--- src/hdl/mvna_ram.sv ---
// Generic simple dual-port RAM: one write port, one registered read port.
// No dependencies.
module mvna_ram #(
    parameter int WIDTH = 8,
    parameter int DEPTH = 256
) (
    input  logic                     clk,
    input  logic                     we,
    input  logic [$clog2(DEPTH)-1:0] waddr,
    input  logic [WIDTH-1:0]         wdata,
    input  logic [$clog2(DEPTH)-1:0] raddr,
    output logic [WIDTH-1:0]         rdata
);

    logic [WIDTH-1:0] mem [DEPTH];

    always_ff @(posedge clk)
    begin
        if (we)
        begin
            mem[waddr] <= wdata;
        end
        rdata <= mem[raddr];
    end

endmodule

--- config.mk ---
export PLATFORM = sky130hd
export DESIGN_NAME = mvna_ram
export DESIGN_NICKNAME = d
export VERILOG_FILES = /design/src/hdl/mvna_ram.sv
export SDC_FILE = /design/constraint.sdc
export NUM_CORES = 2
export LEC_CHECK = 0
export BUFFER_PORTS_ARGS = -buffer_cell sky130_fd_sc_hd__buf_2
export CAP_MARGIN = 0
export CORE_AREA = 2 2 393 589
export DETAILED_ROUTE_END_ITERATION = 8
export DIE_AREA = 0 0 395 591
export HOLD_SLACK_MARGIN = 0.06
export PLACE_DENSITY = 0.46
export RECOVER_POWER = 25
export SETUP_SLACK_MARGIN = 0.5
export SYNTH_ARGS = -nofsm -noshare
export SYNTH_HDL_FRONTEND = slang
export SYNTH_SLANG_ARGS = --single-unit
--- constraint.sdc ---
create_clock -name clk -period 2.75 [get_ports clk]
set_clock_uncertainty 0.15 [all_clocks]
set_input_delay 0.275 -clock clk [delete_from_list [all_inputs] [get_ports clk]]
set_output_delay 0.275 -clock clk [all_outputs]
set_load 0.05 [all_outputs]
==> qor.csv <==
stage,metric,value,unit
run_status,status,"finished, violations left",
run_status,failing checks,"capacitance limit, slew limit",
drt,drt pass-1 iters,5,
pwr,clock share of power,40.7,%
synth,number of synthesized flops with an enable pin,2048,
pwr,sw frac,21.9,%
drt,WL per Instance,30.8,microns
clock_network,clock-pin slew on the worst setup and hold paths,60,ps
synth,asr flop ratio synth,0,%
timing,final setup violation count,0,
setup_path,Critical Path AT,3150,ps
timing,Worst-Margin Slew,2350,ps
clock_network,CTS tree,yes,
global_route,initial antenna violation count,15,
clock_network,CTS buffer count,200,
clock_network,Root Buffer,clkbuf_16,
drt,routed via count,40254,
timing,RSZ-0062 raised after global routing,true,
synth,Avg Synthesized Cell Area,21.3,sq um
floorplanning,Initial Utilization,34.8,%
synth,sequential-to-total area share from yosys stat,77.5,%
setup_path,CP endpoint kind,flip-flop,
global_route,first-pass GRT wire length,332,mm
finish,Layout Cells excl Fill,7664,
hold_path,worst hold path class,in -> reg,
clock_network,Longest Clk Path Bufs,4,
drt,via/cell ratio,5.25,
clock_network,H-tree Lvls,4,
timing,hold_ws,145,ps
timing,Final period util,93.5,%
pwr,Leakage Power,30.6,nW
global_route,vias in the first global route,42363,
setup_path,Worst Path Max Fanout,1,
timing,clock period minus worst slack,2570,ps
placed_design,Port Buffers,33,
pwr,Reg power frac,53.1,%
pwr,power density over cell area,682,mW/mm^2
clock_network,setup bufs post-CTS,0,
hold_path,WHS Path Cells,5,
clock_network,CTS sink cnt,2056,
global_route,GRT overflow,0,
setup_path,reg2reg path depth,7,
synth,Yosys reg bits,2056,
drt,drt initial violations,3479,
placed_design,Placed Area,0.0889,sq mm
placed_design,DP Wirelength,161,mm
pwr,Comb power frac,6.2,%
setup_path,CP Class,reg -> reg,
finish,fin nets,4498,
global_route,All-Layer GR Usage,20.1,%
finish,synth-to-layout area growth,20.0,%
drt,DRT antenna net count,0,
synth,Post-Syn Nets,3759,
synth,unique cell type count in the Yosys netlist,55,
timing,Final Max Tran Viols,369,
timing,Hold Fails Final Rpt,0,
synth,Post-Synthesis Cells,3733,
drt,Remaining DRCs,0,
finish,fin area,0.0955,sq mm
timing,Fmax,389,MHz
finish,final core occ,41.8,%
floorplanning,Die H,591,microns
synth,yosys warns,0,
clock_network,Worst-Skew Late Latency,860,ps
placed_design,dpl cells,7290,
finish,layout cells sized above 1,33.4,%
setup_path,crit path launch type,flip-flop,
pwr,Sw Pwr,14.2,mW
placed_design,GPL Wtd Cong,0.829,
global_route,largest net degree at the start of global routing,85,
floorplanning,Die ar.,0.233,sq mm
synth,mapped cell area,0.0796,sq mm
job,MaxCap Viol Count,6,
timing,worst rel slew slack,-56.6,%
pwr,Peak supply drop,0.522,mV
drt,drt total wl,236,mm
floorplanning,chip width,395,microns
floorplanning,Cell Rows,215,
floorplanning,num ports,34,
floorplanning,core area,0.228,sq mm
setup_path,Worst Path Required,3320,ps
pwr,Pint,50.9,mW
synth,ys flop type,edfxtp_1,
-- flip-flops by register name, summed over array words and instances, names as in the netlist --
name,count
mem,2048
rdata,8
-- power groups by stage --
stage	combinational (mW)	sequential (mW)	clock, mW
4_1_cts	4.14	34.6	27.2
2_1_floorplan	1.72	35.3	0
3_5_place_dp	4.03	35.3	0
5_1_grt	4.26	34.6	28.2
6_report	4.04	34.6	26.5
3_3_place_gp	4.01	35.3	0
-- placed cells by master, fill, tap and decap left out, types with 17 or more instances in the layout --
master         synthesis  layout
edfxtp_1            2048    2048
buf_4                 27     619
mux4_2               454     455
nor2_1               282     271
clkbuf_16              0     203
mux2i_1              134     134
a22oi_1              133     131
a21oi_1               96      95
buf_12                 8      90
clkbuf_1             111      53
clkinv_1               1      47
o221ai_1              46      44
clkinv_2               0      35
nand2_1               33      33
o22ai_1               28      28
nor2b_1               31      27
nand3_1               34      25
dlygate4sd3_1          0      17
buf_2                 31      17
-- cell usage after synthesis, types with 21 or more instances --
master | instances | area [sq um]
buf_1 | 22 | 82.6
mux2i_1 | 134 | 1340
edfxtp_1 | 2048 | 61500
nor3_1 | 22 | 110
nor2b_1 | 31 | 194
buf_2 | 31 | 155
buf_4 | 27 | 203
buf_6 | 21 | 236
a21oi_1 | 96 | 480
clkbuf_1 | 111 | 417
nand2_1 | 33 | 124
o22ai_1 | 28 | 175
nor4_1 | 24 | 150
o221ai_1 | 46 | 403
nor2_1 | 282 | 1060
nand3_1 | 34 | 170
a22oi_1 | 133 | 998
mux4_2 | 454 | 10200
-- final cells by class --
cell class / count / area (sq um)
multi-input combinational: 1442 / 17000
fill: 20134 / 133000
tap: 3038 / 3800
clock inverter: 102 / 826
clock buffer: 250 / 5270
antenna: 4 / 10.0
sequential: 2056 / 61700
timing repair buffer: 770 / 6890
inverter: 2 / 7.51
-- critical path: stages, from the launching register on --
cell	delay, ps
edfxtp_1	380
mux4_2	480
o211ai_1	170
buf_4	150
nand3_1	210
nor4_2	630
buf_4	260
nor4_2	40
-- path summary, 6_finish.rpt --
kind	startpoint	to	slack, ps
worst max register to register	mem[48][4]	rdata[4]	180
worst min register to register	mem[198][6]	rdata[6]	1020
worst min-delay path	waddr[7]	mem[38][5]	140
worst max-delay path	mem[48][4]	rdata[4]	180
-- through the flow --
| stage | power [mW] | setup WS [ps] | TNS, ps |
|---|---|---|---|
| 6_report | 65.1 | 179 | 0 |
| 5_1_grt | 67.1 | 84.5 | 0 |
| 4_1_cts | 65.9 | 149 | 0 |
| 3_5_place_dp | 39.3 | -1180 | -6920 |
| 3_3_place_gp | 39.3 | -1130 | -6800 |
| 2_1_floorplan | 37.0 | 490 | 0 |
-- metal layers --
layer / vias to the layer above / global-route usage [%] / part of all wire [%]
met5: - / 0 / 0.029
met4: 12 / 5.71 / 3.0
met3: 338 / 2.70 / 4.2
met2: 976 / 37.5 / 54
met1: 21747 / 24.0 / 38
li1: 17181 / - / -
-- cells by family after synthesis --
kind of cell,Yosys count,share of synthesized area (%)
AO/OA/AOI/OAI,385,3.42
AND/OR/NAND/NOR,466,2.63
flip-flops,2056,77.5
multiplexers,591,14.6
buffers and inverters,235,1.83
-- repair_timing --
item                                    4_1_cts  5_1_grt
hold buffers                                 18        0
endpoints found under the setup margin        9      200
pin swaps                                    19        9
gates cloned                                  0        0
resized for setup                            59       26
hold endpoints to repair                   1792        0
No activity file was read; power rests on OpenSTA's default activity.
